<file path="src/ntc_pkg.sv">
// ----------------------------------------------------------------------------
// ntc_pkg: shared types, constants and curve table
// Thermistor curve points, datapath widths and the job word passed from the
// front end through the queue to the back end.
// ----------------------------------------------------------------------------
`default_nettype none
package ntc_pkg;

   localparam int TABLE_POINTS = 19;
   localparam int IDX_W        = 5;
   localparam int CODE_W       = 12;
   localparam int TEMP_W       = 12;
   localparam int OHM_W        = 19;   // whole ohms of a curve point
   localparam int NUM_W        = 29;   // 108900 * code
   localparam int DEN_W        = 18;   // 204750 - 33 * code
   localparam int RES_W        = 29;   // resistance, Q16, below 8192 ohms
   localparam int DIFF_W       = 35;   // (hi - r) in Q16
   localparam int FRAC_W       = 17;   // fraction, 0 .. 65536
   localparam int SPAN_W       = 18;
   localparam int DIV1_STEPS   = RES_W;
   localparam int DIV2_STEPS   = FRAC_W;

   localparam logic [CODE_W-1:0] LIMIT_RESET = 12'd4000;
   localparam logic [16:0]       NUM_K       = 17'd108900;
   localparam logic [DEN_W-1:0]  DEN_BASE    = 18'd204750;
   localparam logic [DEN_W-1:0]  DEN_K       = 18'd33;

   typedef struct packed {
      logic              sat;
      logic [NUM_W-1:0]  num;
      logic [DEN_W-1:0]  den;
   } ntc_job_type;

   function automatic logic [OHM_W-1:0] point_ohms(input logic [IDX_W-1:0] idx);
      logic [OHM_W-1:0] v;
      unique case (idx)
         5'd0:  v = 19'd402000;
         5'd1:  v = 19'd200000;
         5'd2:  v = 19'd105000;
         5'd3:  v = 19'd58200;
         5'd4:  v = 19'd33660;
         5'd5:  v = 19'd20200;
         5'd6:  v = 19'd12500;
         5'd7:  v = 19'd10000;
         5'd8:  v = 19'd8040;
         5'd9:  v = 19'd5300;
         5'd10: v = 19'd3590;
         5'd11: v = 19'd2490;
         5'd12: v = 19'd1760;
         5'd13: v = 19'd1270;
         5'd14: v = 19'd934;
         5'd15: v = 19'd638;
         5'd16: v = 19'd529;
         5'd17: v = 19'd198;
         5'd18: v = 19'd74;
         default: v = '0;
      endcase
      return v;
   endfunction

   function automatic logic signed [TEMP_W-1:0] point_temp(input logic [IDX_W-1:0] idx);
      logic signed [TEMP_W-1:0] v;
      unique case (idx)
         5'd0:  v = -12'sd400;
         5'd1:  v = -12'sd300;
         5'd2:  v = -12'sd200;
         5'd3:  v = -12'sd100;
         5'd4:  v = 12'sd0;
         5'd5:  v = 12'sd100;
         5'd6:  v = 12'sd200;
         5'd7:  v = 12'sd250;
         5'd8:  v = 12'sd300;
         5'd9:  v = 12'sd400;
         5'd10: v = 12'sd500;
         5'd11: v = 12'sd600;
         5'd12: v = 12'sd700;
         5'd13: v = 12'sd800;
         5'd14: v = 12'sd900;
         5'd15: v = 12'sd1000;
         5'd16: v = 12'sd1100;
         5'd17: v = 12'sd1500;
         5'd18: v = 12'sd2000;
         default: v = '0;
      endcase
      return v;
   endfunction

endpackage
`default_nettype wire

</file>
<file path="src/ntc_queue.sv">
// ----------------------------------------------------------------------------
// ntc_queue: short job queue
// Four-entry queue between front and back end.
// ----------------------------------------------------------------------------
`default_nettype none
module ntc_queue (
   input  wire logic                clock,
   input  wire logic                reset,
   input  wire logic                push,
   input  ntc_pkg::ntc_job_type     push_job,
   input  wire logic                pop_ready,
   output logic                     pop_valid,
   output ntc_pkg::ntc_job_type     pop_job,
   output logic                     almost_full
);

   ntc_pkg::ntc_job_type mem [0:3];
   logic [1:0] wr_ptr_ff, rd_ptr_ff;
   logic [2:0] count_ff;
   logic       pop;

   assign pop_valid   = (count_ff != 3'd0);
   assign pop         = pop_valid && pop_ready;
   assign pop_job     = mem[rd_ptr_ff];
   assign almost_full = (count_ff >= 3'd3);

   always_ff @(posedge clock) begin
      if (push) begin
         mem[wr_ptr_ff] <= push_job;
      end
   end

   always_ff @(posedge clock) begin
      if (reset) begin
         wr_ptr_ff <= '0;
         rd_ptr_ff <= '0;
         count_ff  <= '0;
      end else begin
         if (push) wr_ptr_ff <= wr_ptr_ff + 2'd1;
         if (pop)  rd_ptr_ff <= rd_ptr_ff + 2'd1;
         if (push && !pop)      count_ff <= count_ff + 3'd1;
         else if (pop && !push) count_ff <= count_ff - 3'd1;
      end
   end

endmodule
`default_nettype wire

</file>
<file path="config.mk">
export PLATFORM = sky130hd
export DESIGN_NAME = ntc_queue
export DESIGN_NICKNAME = d
export VERILOG_FILES = /design/src/ntc_pkg.sv /design/src/ntc_queue.sv
export SDC_FILE = /design/constraint.sdc
export NUM_CORES = 1
export LEC_CHECK = 0
export ABC_AREA = 1
export BUFFER_PORTS_ARGS = -buffer_cell sky130_fd_sc_hd__buf_4
export CORE_MARGIN = 2
export CORE_UTILIZATION = 57
export CTS_CLUSTER_DIAMETER = 60
export DETAILED_ROUTE_END_ITERATION = 16
export PLACE_DENSITY = 0.79
export SYNTH_ARGS = -nofsm -noshare
export SYNTH_HDL_FRONTEND = slang
export SYNTH_SLANG_ARGS = --single-unit
</file>
<file path="constraint.sdc">
create_clock -name clock -period 2.9 [get_ports clock]
set_clock_uncertainty 0.1 [all_clocks]
set_input_delay 0.29 -clock clock [delete_from_list [all_inputs] [get_ports clock]]
set_output_delay 0.29 -clock clock [all_outputs]
set_load 0.02 [all_outputs]
</file>
==> summary.txt <==
Yosys
  • Flops & latches, synth: 201
  • Net count of the mapped netlist: 586
  • Yosys warns: 0
  • Library cells used by synthesis: 22
  • Mapped Cells: 528
  • Mean post-synth cell area: 14.47 sq um
  • Synth Cell Area: 0.007639 sq mm
  • Share of the yosys chip area belonging to registers: 0.7784

Cells and area
  • Antenna Diode Count: 0
  • Layout-stage area growth over the synthesis result: 25.16%
  • Core occupancy in the finished layout: 0.7248
  • Net count of the finished layout: 738
  • Final cell count without fillers: 867
  • Fraction of layout cells with a size suffix above 1: 0.2214
  • Filler instances: 835

Clocking
  • Resized cells post-CTS: 0
  • Clock edge transition at the registers on the reported setup and hold paths: 60 ps
  • CTS HTree Levels: 1
  • Hold_buf cts: 49
  • TritonCTS Sinks: 201
  • Clock latency at the later pin of the worst-skew pair: 470 ps
  • Clock root buffer: clkbuf_16
  • Setup repair bufs after CTS: 0
  • CTS tree: yes
  • Maximum number of buffers from clock root to sink: 3
  • Number of buffers added by the clock tree synthesis step: 20

Floorplan
  • Core Area: 0.01319 sq mm
  • Die span in y: 119.8 microns
  • Cell row count: 42
  • Initial standard-cell utilization of the core: 0.5791
  • Die ar.: 0.01434 sq mm
  • Ports: 102
  • Die width: 119.8 microns

Setup path
  • Start-to-end type of the worst setup path: flop to output port
  • Data arrival, critical path: 2270 ps
  • Endpoint of the lowest-slack register-to-register path: count_ff[2]
  • Source of the worst register-to-register timing path: count_ff[0]
  • Data required time of the critical path: 2510 ps
  • Reg-to-reg setup timing slack: 960 ps
  • R2R depth: 12
  • CP Capture Type: output port
  • Startpoint kind of the worst setup timing path: flop
  • Critical Path Fanout Max: 49

Timing
  • Final Hold Fails: 0
  • Worst slew slack as a fraction of its limit: 0.5190
  • Peak Freq: 0.3753 GHz
  • Actual slew at the worst max-slew pin: 721.6 ps
  • RSZ-0062 raised after global routing: no
  • Setup slack after layout: 235.2 ps
  • Final number of max-transition violations: 0
  • Total negative setup slack: 0 ps
  • Number of setup violations in the final report: 0
  • Crit share post-route: 0.9189
  • Time the final worst path needs with I/O delays and setup: 2665 ps

Global route
  • Total global-route track usage: 0.2272
  • First-pass GRT wire length: 25,270 microns
  • Pin count of the biggest net entering global routing: 97
  • Number of global-route vias before repair: 4,987
  • Number of antenna violations at the first check in global routing: 0
  • Remaining global-route overflow: 0

Detailed routing
  • Count of routing violations after the opening detailed-route iteration: 488
  • Routed Antenna Nets: 0
  • Average detailed-routed wire length per instance: 18.88 microns
  • Vias per cell: 5.630
  • Post-detailed-route DRC marker count: 0
  • Vias: 4,881
  • Total routed wirelength: 16,370 microns
  • Length of the first detailed-routing pass in iterations: 4

Pwr
  • Power density over the cells: 775.2 mW/mm^2
  • Leakage power figure: 0.003431 uW
  • Maximum vdd drop: 0.5991 mV

Place
  • Total half-perimeter wirelength after legalization and detailed placement: 9224 microns
  • Number of I/O port buffers: 101
  • Cell total after placement: 785
  • GPL Wtd Cong: 0.7157
  • Place WS: 712.8 ps

Worst hold path
  • Worst hold path type: primary input to flop
  • Hold path startpoint: pop_ready
  • Hold depth: 3

Flow run
  • Max-cap violations: 0

Outcome
  • Outcome: complete, no violations
-- how the worst max path moves through the flow --
stage | depth (start not counted) | startpoint | endpoint
after floorplan | 4 | wr_ptr_ff[0] | mem[2][0]
after global placement | 5 | flop | pop_job[28]
after detailed placement | 4 | flop | pop_job[12]
after CTS | 4 | flop | pop_job[27]
after global routing | 4 | flop | pop_job[14]
final | 4 | flop | pop_job[17]
-- where the power goes --
group / total (uW) / internal [uW] / switching [uW]
sequential: 3450 / 3330 / 115
combinational: 1670 / 629 / 1050
clock: 2290 / 1310 / 974
total: 7410 / 5280 / 2130
-- registers in the layout, indices dropped and copies added, names as in the netlist, named ones only --
| signal | cells |
|---|---|
| wr_ptr_ff | 2 |
| count_ff | 3 |
| mem | 192 |
| rd_ptr_ff | 2 |
-- synthesized netlist by cell type, drive strengths merged --
cell,instances,share of area
nand3,3,0.0020
o21ai,100,0.066
inv,17,0.0090
a21oi,8,0.0052
edfxtp,192,0.75
dfxtp,9,0.024
clkbuf,12,0.0082
nor2,99,0.052
buf,19,0.022
ha,5,0.0082
o22ai,48,0.039
nand2,15,0.0074
fa,1,0.0026
-- worst max-delay path, stage by stage, from the launching register on --
cell	delay [ps]
dfxtp_4	670
buf_4	530
o21ai_0	170
o22ai_1	220
buf_4	180
-- layout make-up --
cell class                      count  area (sq um)  share of cell area
Clock buffer                       27         548.0             0.05732
Clock inverter                      6         25.02            0.002617
Inverter                           17         68.82            0.007198
Multi-Input combinational cell    279          1391              0.1455
Sequential cell                   201          5951              0.6224
Tap cell                          176         220.2             0.02303
Timing Repair Buffer              161          1356              0.1419
-- kinds of logic (layout without fill, tap and decap cells) --
family | Yosys count | count (layout) | share of synthesized area
adders and majority gates | 6 | 6 | 0.01081
and+or+nand+nor | 117 | 117 | 0.06126
AOI/OAI and AO/OA | 156 | 156 | 0.1101
buffers and inverters | 48 | 211 | 0.03947
DFF | 201 | 201 | 0.7784
-- cells in the final DEF (no fill, tap or decap) --
cell             n
nor2_2          10
a21oi_1          8
buf_4          110
dfxtp_4          1
ha_1             5
dfxtp_2          1
inv_1           11
inv_2            5
inv_6            1
clkbuf_16       21
fa_1             1
dfxtp_1          7
nand3_1          3
clkinv_1         4
buf_12           2
nand2_1         15
dlygate4sd3_1   49
nor2_1          89
edfxtp_1       192
o21ai_0         91
o21ai_1          9
clkinv_2         2
clkbuf_1         6
o22ai_1         48
-- metal layers --
| metal | part of all wire | global-route usage | vias to the layer above |
|---|---|---|---|
| met2 | 0.51 | 0.3932 | 190 |
| met4 | 0.019 | 0.06691 | 0 |
| met1 | 0.40 | 0.2958 | 2404 |
| li1 | - | - | 2260 |
| met5 | 0 | 0 | - |
| met3 | 0.063 | 0.04278 | 27 |
-- per-stage QoR --
stage | hold slack (ps) | instance area [sq um] | total power [uW]
after floorplan | 259.1 | 7639 | 4513
after global placement | 371.3 | 8497 | 5046
after detailed placement | 369.0 | 8497 | 5116
after CTS | 19.68 | 9560 | 7417
after global routing | 38.75 | 9560 | 7699
final | 31.37 | 9560 | 7412
No activity file was read; power rests on OpenSTA's default activity.
