--- src/ntc_pkg.sv ---
// ----------------------------------------------------------------------------
// ntc_pkg: shared types, constants and curve table
// Thermistor curve points, datapath widths and the job word passed from the
// front end through the queue to the back end.
// ----------------------------------------------------------------------------
`default_nettype none
package ntc_pkg;

   localparam int TABLE_POINTS = 19;
   localparam int IDX_W        = 5;
   localparam int CODE_W       = 12;
   localparam int TEMP_W       = 12;
   localparam int OHM_W        = 19;   // whole ohms of a curve point
   localparam int NUM_W        = 29;   // 108900 * code
   localparam int DEN_W        = 18;   // 204750 - 33 * code
   localparam int RES_W        = 29;   // resistance, Q16, below 8192 ohms
   localparam int DIFF_W       = 35;   // (hi - r) in Q16
   localparam int FRAC_W       = 17;   // fraction, 0 .. 65536
   localparam int SPAN_W       = 18;
   localparam int DIV1_STEPS   = RES_W;
   localparam int DIV2_STEPS   = FRAC_W;

   localparam logic [CODE_W-1:0] LIMIT_RESET = 12'd4000;
   localparam logic [16:0]       NUM_K       = 17'd108900;
   localparam logic [DEN_W-1:0]  DEN_BASE    = 18'd204750;
   localparam logic [DEN_W-1:0]  DEN_K       = 18'd33;

   typedef struct packed {
      logic              sat;
      logic [NUM_W-1:0]  num;
      logic [DEN_W-1:0]  den;
   } ntc_job_type;

   function automatic logic [OHM_W-1:0] point_ohms(input logic [IDX_W-1:0] idx);
      logic [OHM_W-1:0] v;
      unique case (idx)
         5'd0:  v = 19'd402000;
         5'd1:  v = 19'd200000;
         5'd2:  v = 19'd105000;
         5'd3:  v = 19'd58200;
         5'd4:  v = 19'd33660;
         5'd5:  v = 19'd20200;
         5'd6:  v = 19'd12500;
         5'd7:  v = 19'd10000;
         5'd8:  v = 19'd8040;
         5'd9:  v = 19'd5300;
         5'd10: v = 19'd3590;
         5'd11: v = 19'd2490;
         5'd12: v = 19'd1760;
         5'd13: v = 19'd1270;
         5'd14: v = 19'd934;
         5'd15: v = 19'd638;
         5'd16: v = 19'd529;
         5'd17: v = 19'd198;
         5'd18: v = 19'd74;
         default: v = '0;
      endcase
      return v;
   endfunction

   function automatic logic signed [TEMP_W-1:0] point_temp(input logic [IDX_W-1:0] idx);
      logic signed [TEMP_W-1:0] v;
      unique case (idx)
         5'd0:  v = -12'sd400;
         5'd1:  v = -12'sd300;
         5'd2:  v = -12'sd200;
         5'd3:  v = -12'sd100;
         5'd4:  v = 12'sd0;
         5'd5:  v = 12'sd100;
         5'd6:  v = 12'sd200;
         5'd7:  v = 12'sd250;
         5'd8:  v = 12'sd300;
         5'd9:  v = 12'sd400;
         5'd10: v = 12'sd500;
         5'd11: v = 12'sd600;
         5'd12: v = 12'sd700;
         5'd13: v = 12'sd800;
         5'd14: v = 12'sd900;
         5'd15: v = 12'sd1000;
         5'd16: v = 12'sd1100;
         5'd17: v = 12'sd1500;
         5'd18: v = 12'sd2000;
         default: v = '0;
      endcase
      return v;
   endfunction

endpackage
`default_nettype wire

--- src/ntc_front.sv ---
// ----------------------------------------------------------------------------
// ntc_front: accept and classify codes
// Holds the saturation limit, flags saturated codes and forms the divider
// numerator and denominator.
// ----------------------------------------------------------------------------
`default_nettype none
module ntc_front (
   input  wire logic                          clock,
   input  wire logic                          reset,
   input  wire logic                          accept,
   input  wire logic [ntc_pkg::CODE_W-1:0]    sample,
   input  wire logic                          csr_we,
   input  wire logic [ntc_pkg::CODE_W-1:0]    csr_wdata,
   output logic                               job_valid,
   output ntc_pkg::ntc_job_type               job
);

   logic [ntc_pkg::CODE_W-1:0] limit_ff;
   logic                       valid_ff;
   ntc_pkg::ntc_job_type       job_ff, job_in;

   always_comb begin
      job_in.sat = (sample >= limit_ff);
      job_in.num = {12'd0, ntc_pkg::NUM_K} * {17'd0, sample};
      job_in.den = ntc_pkg::DEN_BASE - ntc_pkg::DEN_K * {6'd0, sample};
   end

   always_ff @(posedge clock) begin
      if (reset) begin
         limit_ff <= ntc_pkg::LIMIT_RESET;
         valid_ff <= 1'b0;
      end else begin
         if (csr_we) begin
            limit_ff <= csr_wdata;
         end
         valid_ff <= accept;
      end
      job_ff <= job_in;
   end

   assign job_valid = valid_ff;
   assign job       = job_ff;

endmodule
`default_nettype wire

--- config.mk ---
export PLATFORM = sky130hd
export DESIGN_NAME = ntc_front
export DESIGN_NICKNAME = d
export VERILOG_FILES = /design/src/ntc_pkg.sv /design/src/ntc_front.sv
export SDC_FILE = /design/constraint.sdc
export NUM_CORES = 1
export LEC_CHECK = 0
export ABC_AREA = 1
export BUFFER_PORTS_ARGS = -buffer_cell sky130_fd_sc_hd__buf_2
export CORE_ASPECT_RATIO = 0.8
export CORE_MARGIN = 2
export CORE_UTILIZATION = 51
export CTS_BUF_LIST = sky130_fd_sc_hd__clkbuf_16
export DETAILED_ROUTE_END_ITERATION = 7
export GPL_ROUTABILITY_DRIVEN = 0
export HOLD_SLACK_MARGIN = 0.03
export PLACE_DENSITY = 0.85
export SLEW_MARGIN = 20
export SYNTH_ARGS = -nofsm -noshare
export SYNTH_HDL_FRONTEND = slang
export SYNTH_SLANG_ARGS = --single-unit
--- constraint.sdc ---
create_clock -name clock -period 4 [get_ports clock]
set_clock_uncertainty 0.05 [all_clocks]
set_input_delay 0.2 -clock clock [delete_from_list [all_inputs] [get_ports clock]]
set_output_delay 0.2 -clock clock [all_outputs]
set_load 0.005 [all_outputs]
==> impl_results.md, run 1 <==
- EDFF count, synth: 0
- Synth warn: 0
- Pre-Repair DR Iteration Count: 7
- Ports: 77
- Placed Instance Area: 6840 sq um
- Post-route setup TNS: 0 ps
- Yosys top cell area share: around 26%
- Fin crit period: about 3900 ps
- Hpwl dp: 12100 microns
- Net count, final: 1098
- Highest clock rate: about 0.26 GHz
- WS Path Type: in2reg
- Clock H-tree levels: 3
- Fin. max-slew vios: 0
- Count of final hold-check violations: 0
- Crit path arrival time: 4100 ps
- Final Instance Area: a little over 7000 sq um
- # fillers: roughly 930
- Die ar.: roughly 13000 sq um
- Clk Latency, worst-skew pair: 330 ps
- Post-synthesis sequential area ratio: roughly a fifth
- Leak Pwr: around 0.0042 uW
- Pin count of the biggest net entering global routing: 15
- GR Overflow Total: 0
- PortBufs: 74
- CTS clock-pin slew for the worst setup and hold paths: approximately 60 ps
- Synth area leader: ha_1
- Top post-synthesis cells by area: ha_1 (26%), dfxtp_1 (19%), fa_1 (16%), inv_1 (12%), nand2_1 (9.9%)
- Element type at the critical path end: flip-flop
- PD cells: approximately 670 nW/um^2
- GRT Total Usage: about a quarter
- Initial DRC count: 316
- Pre-CTS WS: -239 ps
- Share of layout cells above drive strength 1: between 10% and 20%
- Worst-path maximum fanout: 5
- Antenna violations before repair: 0
- Startpoint class of the critical path: primary input
- Max-cap viol count: 0
- Main synth FF type: dfxtp_1
- Final worst path period share: 97.8%
- Avg Vias per Cell: just over 5
- Total power: approximately 4900 uW
- Fin Hold WS: roughly 36 ps
- FP Rows: 35
- Hold crit path type: in2reg
- Commonest cells in the netlist: inv_1 (199), nand2_1 (159), ha_1 (123)
- Layout area overhead: 20.5%
- Root Buffer: clkbuf_16
- Synth Instances: a little under 800
- Routed Antenna Nets: 0
- VDD IR max: between 0.0003 and 0.0004 V
- Avg Inst Size Synth: ~8 sq um
- # setup viols final: 0
- Final WL: 15600 microns
- Clock tree from TritonCTS: yes
- #FFs+latches synth: 58
- Core area: about 12000 sq um
- Status: finished, final reports clean
- Count leader, synth: inv_1
- Vias in the first global route: 5475
- First-pass GRT wire length: ~26000 microns
- DRC errors left: 0
- Max Buffers Root-to-Sink: 2
- Via total after detailed routing: roughly 5400
- Die Ht: 101 microns
- Async SR Flop Fraction: 0%
- Setup WS post-layout: roughly 86 ps
- Clock tree sinks: 58
- Initial Util: between 50% and 60%
- Antenna cells: 0
- Unique cell type count in the Yosys netlist: 24
- Wire per inst: roughly 15 microns
- Mapped cell area: between 6000 and 7000 sq um
- Data required time of the worst path: ~4200 ps
- Die width: ~130 microns
- Num CTS Buffers: 9
power by group:
group	switching (uW)	internal, uW	total, uW
Combinational	1930	1290	3210
Sequential	52.6	780	832
Clock	283	538	820
cell usage in the layout (no fill, tap or decap), types with 2 or more instances in the layout:
| master | count |
|---|---|
| nor2_1 | 40 |
| buf_4 | 40 |
| o21bai_1 | 4 |
| o21a_1 | 2 |
| clkinv_2 | 2 |
| nor3_1 | 3 |
| dlygate4sd3_1 | 5 |
| xor2_1 | 17 |
| ha_1 | 121 |
| nand4_1 | 12 |
| clkbuf_16 | 9 |
| inv_1 | 199 |
| nand2_1 | 154 |
| nand2_2 | 5 |
| nor2_2 | 4 |
| nand3_1 | 32 |
| dfxtp_1 | 58 |
| fa_1 | 48 |
| o21ai_0 | 18 |
| a21oi_1 | 35 |
| conb_1 | 2 |
| bufinv_16 | 2 |
| xnor2_1 | 5 |
| buf_2 | 74 |
what timing repair did:
item                                   CTS  global route
setup endpoints to repair                0            10
resized for setup                        0            15
hold buffers                             5             0
endpoints found under the hold margin    5             0
setup buffers                            0             0
metal layers:
metal	vias up	track usage, %	part of all wire, %
li1	2623	-	-
met3	41	6.16	8.8
met4	0	8.29	2.4
met2	245	43.1	47
met1	2502	32.3	42
met5	-	0	0
critical path: stages:
cell and delay, ps:
buf_2 180, inv_1 80, ha_1 300, inv_1 70, ha_1 310, fa_1 540, inv_1 60, fa_1 500
fa_1 560, inv_1 60, ha_2 370, nand2_2 90, nor2_2 160, buf_4 150, nand2_1 70, nor2_2 130
nand2_1 90, nand4_1 120, nand2_1 60
final timing paths:
| kind | cells past startpoint | endpoint | slack [ps] | from |
|---|---|---|---|---|
| setup / recovery | 19 | job[46]$_DFF_P_ | 90 | sample[9] |
| hold reg to reg | 2 | limit_ff[4]$_SDFFE_PP0P_ | 420 | limit_ff[4]$_SDFFE_PP0P_ |
| hold / removal | 3 | limit_ff[10]$_SDFFE_PP1P_ | 40 | csr_wdata[10] |
| setup reg to reg | 6 | job[47]$_DFF_P_ | 2740 | limit_ff[3]$_SDFFE_PP0P_ |
logic make-up (layout without fill, tap and decap cells):
group | Yosys count | count (layout) | synth area share [%]
simple gates | 254 | 254 | 17.3
buf+inv | 205 | 333 | 13.0
fa+ha+maj | 171 | 171 | 41.6
compound gates | 63 | 63 | 5.60
flops | 58 | 58 | 19.3
xor+xnor | 22 | 22 | 3.20
other cells | 1 | 2 | 0.0624
sequential cells by signal (all words and copies together), names as in the netlist:
signal / flops
job: 45
job_valid: 1
limit_ff: 12
metrics by stage:
stage | util [%] | instances
2_1_floorplan | - | 775
3_3_place_gp | 59.4 | 1031
3_5_place_dp | 59.4 | 1031
4_1_cts | 62.5 | 1051
5_1_grt | 62.9 | 1051
6_report | 62.9 | 1051
cell type report:
class	instances	area, sq um	share of cell area [%]
multi-input combinational	512	4130	56.9
sequential	58	1160	16.0
inverter	199	747	10.3
timing repair buffer	119	721	9.94
clock buffer	9	225	3.11
tap	148	185	2.56
clock inverter	6	82.6	1.14
(Power assumes the default switching activity.)
==> run 2: changes to the inputs <==
--- a/config.mk
+++ b/config.mk
@@ -13,8 +13,8 @@
 export CTS_BUF_LIST = sky130_fd_sc_hd__clkbuf_16
 export DETAILED_ROUTE_END_ITERATION = 7
 export GPL_ROUTABILITY_DRIVEN = 0
-export HOLD_SLACK_MARGIN = 0.03
-export PLACE_DENSITY = 0.85
+export HOLD_SLACK_MARGIN = 0.05
+export PLACE_DENSITY = 0.83
 export SLEW_MARGIN = 20
 export SYNTH_ARGS = -nofsm -noshare
 export SYNTH_HDL_FRONTEND = slang
==> constraint.sdc (replaced) <==
create_clock -name clock -period 4.7 [get_ports clock]
set_clock_uncertainty 0.05 [all_clocks]
set_input_delay 0.235 -clock clock [delete_from_list [all_inputs] [get_ports clock]]
set_output_delay 0.235 -clock clock [all_outputs]
set_load 0.005 [all_outputs]
==> run 2 against run 1 <==
  * Global-route usage is 3.0 points lower
  * Sequential share of layout area is 0.88 points higher
  * Non-clock buffer count fell by 42
  * Hold slack better by 29 ps
  * Setup slack better by 350 ps
  * First-iteration DRC count did not move
  * Sequential power down 16%
  * Cell count decreased by 4.0%
  * Clock power down 16%
  * Cell area down 5.2%
  * Critical path type unchanged
==> impl_results.md, run 2 (synthesized netlist as in run 1, its figures left out) <==
- Initial DRC count: 316 (unchanged)
- Hold EP: limit_ff[9]$_SDFFE_PP1P_
- CP top delay family: adder cells
- Status: finished, final reports clean
- # setup viols final: 0 (unchanged)
- Post-route setup TNS: 0 ps (unchanged)
- Fin crit period: around 4300 ps
- Reg2reg path depth: 8 (+2)
- Num CTS Buffers: 9 (unchanged)
- Highest clock rate: about 0.23 GHz
- Most frequent cells in the layout: inv_1 (200), nand2_1 (159), ha_1 (123), buf_2 (74), dfxtp_1 (58)
- RSZ-0062 raised after global routing: no
- Die width: 125 microns (unchanged)
- Hold Path Origin: csr_wdata[9]
- Ports: 77 (unchanged)
- Antenna cells: 0 (unchanged)
- Slowest Stage Delay on Critical Path: 540 ps (-20 ps)
- CTS clock-pin slew for the worst setup and hold paths: 50 ps (about the same)
- Max Buffers Root-to-Sink: 2 (unchanged)
- Final WL: 13600 microns (-13%)
- Clock tree sinks: 58 (unchanged)
- Total power: 3800 uW (-22%)
- Crit path buf inv count: 4 (-2)
- Count of final hold-check violations: 0 (unchanged)
- Max-cap viol count: 0 (unchanged)
- Hold Crit Depth: 3 (unchanged)
- GR Overflow Total: 0 (unchanged)
- Clk Latency, worst-skew pair: 330 ps (about the same)
- Share of layout cells above drive strength 1: 10.5% (-5.3 points)
- Avg Vias per Cell: 5.04 (-2.1%)
- Most common cell after layout, fill and taps aside: inv_1
- Fin. max-slew vios: 0 (unchanged)
- PostCTS Resize Cnt: 0 (unchanged)
- Worst-path maximum fanout: 9 (+4)
- Crit path max-delay cell type: fa_1
- WP depth: 17 (-2)
- VDD IR max: 0.000338 V (-11%)
- Finished Layout Cells: 1009 (-4.0%)
- Final worst path period share: 90.7%
- Worst R2R End: job[47]$_DFF_P_
- Crit path arrival time: 4450 ps (+350 ps)
- Cell mode on critical path: fa_1
- Root Buffer: clkbuf_16
- Die Ht: 101 microns (unchanged)
- First-pass GRT wire length: 22500 microns (-12%)
- Cells after DPL: 993 (-3.7%)
- Antenna violations before repair: 0 (unchanged)
- Max reg flops: 45 (unchanged)
- Die ar.: 12700 sq um (unchanged)
- WS Path Type: in2reg
- Element type at the critical path end: flip-flop
- Routed Antenna Nets: 0 (unchanged)
- Net count, final: 1056 (-3.8%)
- Hold crit path type: in2reg
- Ordered list of cells on the worst path: buf_2 -> inv_1 -> ha_1 -> fa_1 -> fa_1 -> fa_1 -> inv_1 -> fa_1 -> inv_1 -> ha_1 -> nand2_1 -> nor2_1 -> nand3_1 -> nand3_1 -> nand2_1 -> nand3_1 -> nand2_1
- DRC errors left: 0 (unchanged)
- Initial Util: 52.2% (unchanged)
- Core area: 11500 sq um (unchanged)
- Vias in the first global route: 4961 (-9.4%)
- Clock H-tree levels: 3 (unchanged)
- Layout area overhead: 14.3%
- PortBufs: 74 (unchanged)
- Via total after detailed routing: 5088 (-6.0%)
- Wire per inst: 13.5 microns (-9.4%)
- Leak Pwr: 0.00401 uW (-5.0%)
- Cts hold-fix bufs: 1 (-4)
- Startpoint class of the critical path: primary input
- PD cells: 553 nW/um^2 (-18%)
- Pre-Repair DR Iteration Count: 5 (-2)
- Critical R2R Launch: limit_ff[5]$_SDFFE_PP1P_
- Post CTS Setup Buffer Count: 0 (unchanged)
- Hpwl dp: 11200 microns (-7.5%)
- Pin count of the biggest net entering global routing: 15 (unchanged)
- Data required time of the worst path: 4880 ps (+700 ps)
- GRT Total Usage: 22.4% (-3.0 points)
- Utilization after layout: 59.7% (-3.3 points)
- Clock tree from TritonCTS: yes
- Setup slack, reg-to-reg: 3440 ps (+700 ps)
- FP Rows: 35 (unchanged)
## run 2: cell types whose count changed in the layout (fill, tap and decap cells not counted), sizes merged
| cell | previous run | this run |
|---|---|---|
| inv | 199 | 200 |
| dlygate4sd3 | 5 | 1 |
| clkinvlp | 0 | 1 |
| clkinv | 4 | 2 |
| buf | 114 | 76 |
## run 2: worst max path at each step
| stage | slack [ps] | end | start |
|---|---|---|---|
| floorplan | 750 | job[43]$_DFF_P_ | sample[10] |
| global route | 190 | job[43]$_DFF_P_ | sample[10] |
| detailed placement | 120 | job[43]$_DFF_P_ | sample[10] |
| finish | 440 | job[43]$_DFF_P_ | sample[10] |
| CTS | 460 | job[43]$_DFF_P_ | sample[10] |
| global placement | 270 | job[43]$_DFF_P_ | sample[10] |
## run 2: layout make-up
cell class / count / area, sq um
flip-flops and latches: 58 / 1160
fillers: 1006 / 4650
multi-input cells: 512 / 4070
inverters: 199 / 747
clock inverters: 6 / 83.8
clock buffers: 9 / 225
well taps: 148 / 185
repair buffers: 77 / 395
## run 2: where the power goes
part / leakage [uW] / internal [uW] / switching [uW] / total (uW)
sequential: 0.000488 / 663 / 37.7 / 701
clock: 0.000150 / 457 / 232 / 690
combinational: 0.00337 / 905 / 1510 / 2410
total: 0.00401 / 2030 / 1780 / 3800
## run 2: worst reg2reg max path, cell delays in order (launching register included)
cell and delay (ps):
dfxtp_1 300, inv_1 50, ha_1 290, nand2_1 70, inv_1 40, nor2_1 80
o21ai_0 90, nand2_1 70, nand4_1 90
## run 2: routing by layer
metal | vias to the layer above | track usage [%] | wire length [microns]
li1 | 2546 | - | -
met1 | 2300 | 29.9 | 6070
met2 | 217 | 34.9 | 6010
met3 | 25 | 6.42 | 1240
met4 | 0 | 8.21 | 263
met5 | - | 0 | 0
## run 2: per-stage QoR
step | instance area (sq um) | hold slack, ps | setup slack [ps]
final | 6870 | 65.4 | 436
after global routing | 6870 | 75.8 | 186
after CTS | 6870 | 63.6 | 463
after detailed placement | 6550 | 396 | 125
after global placement | 6550 | 399 | 267
after floorplan | 6020 | 213 | 751
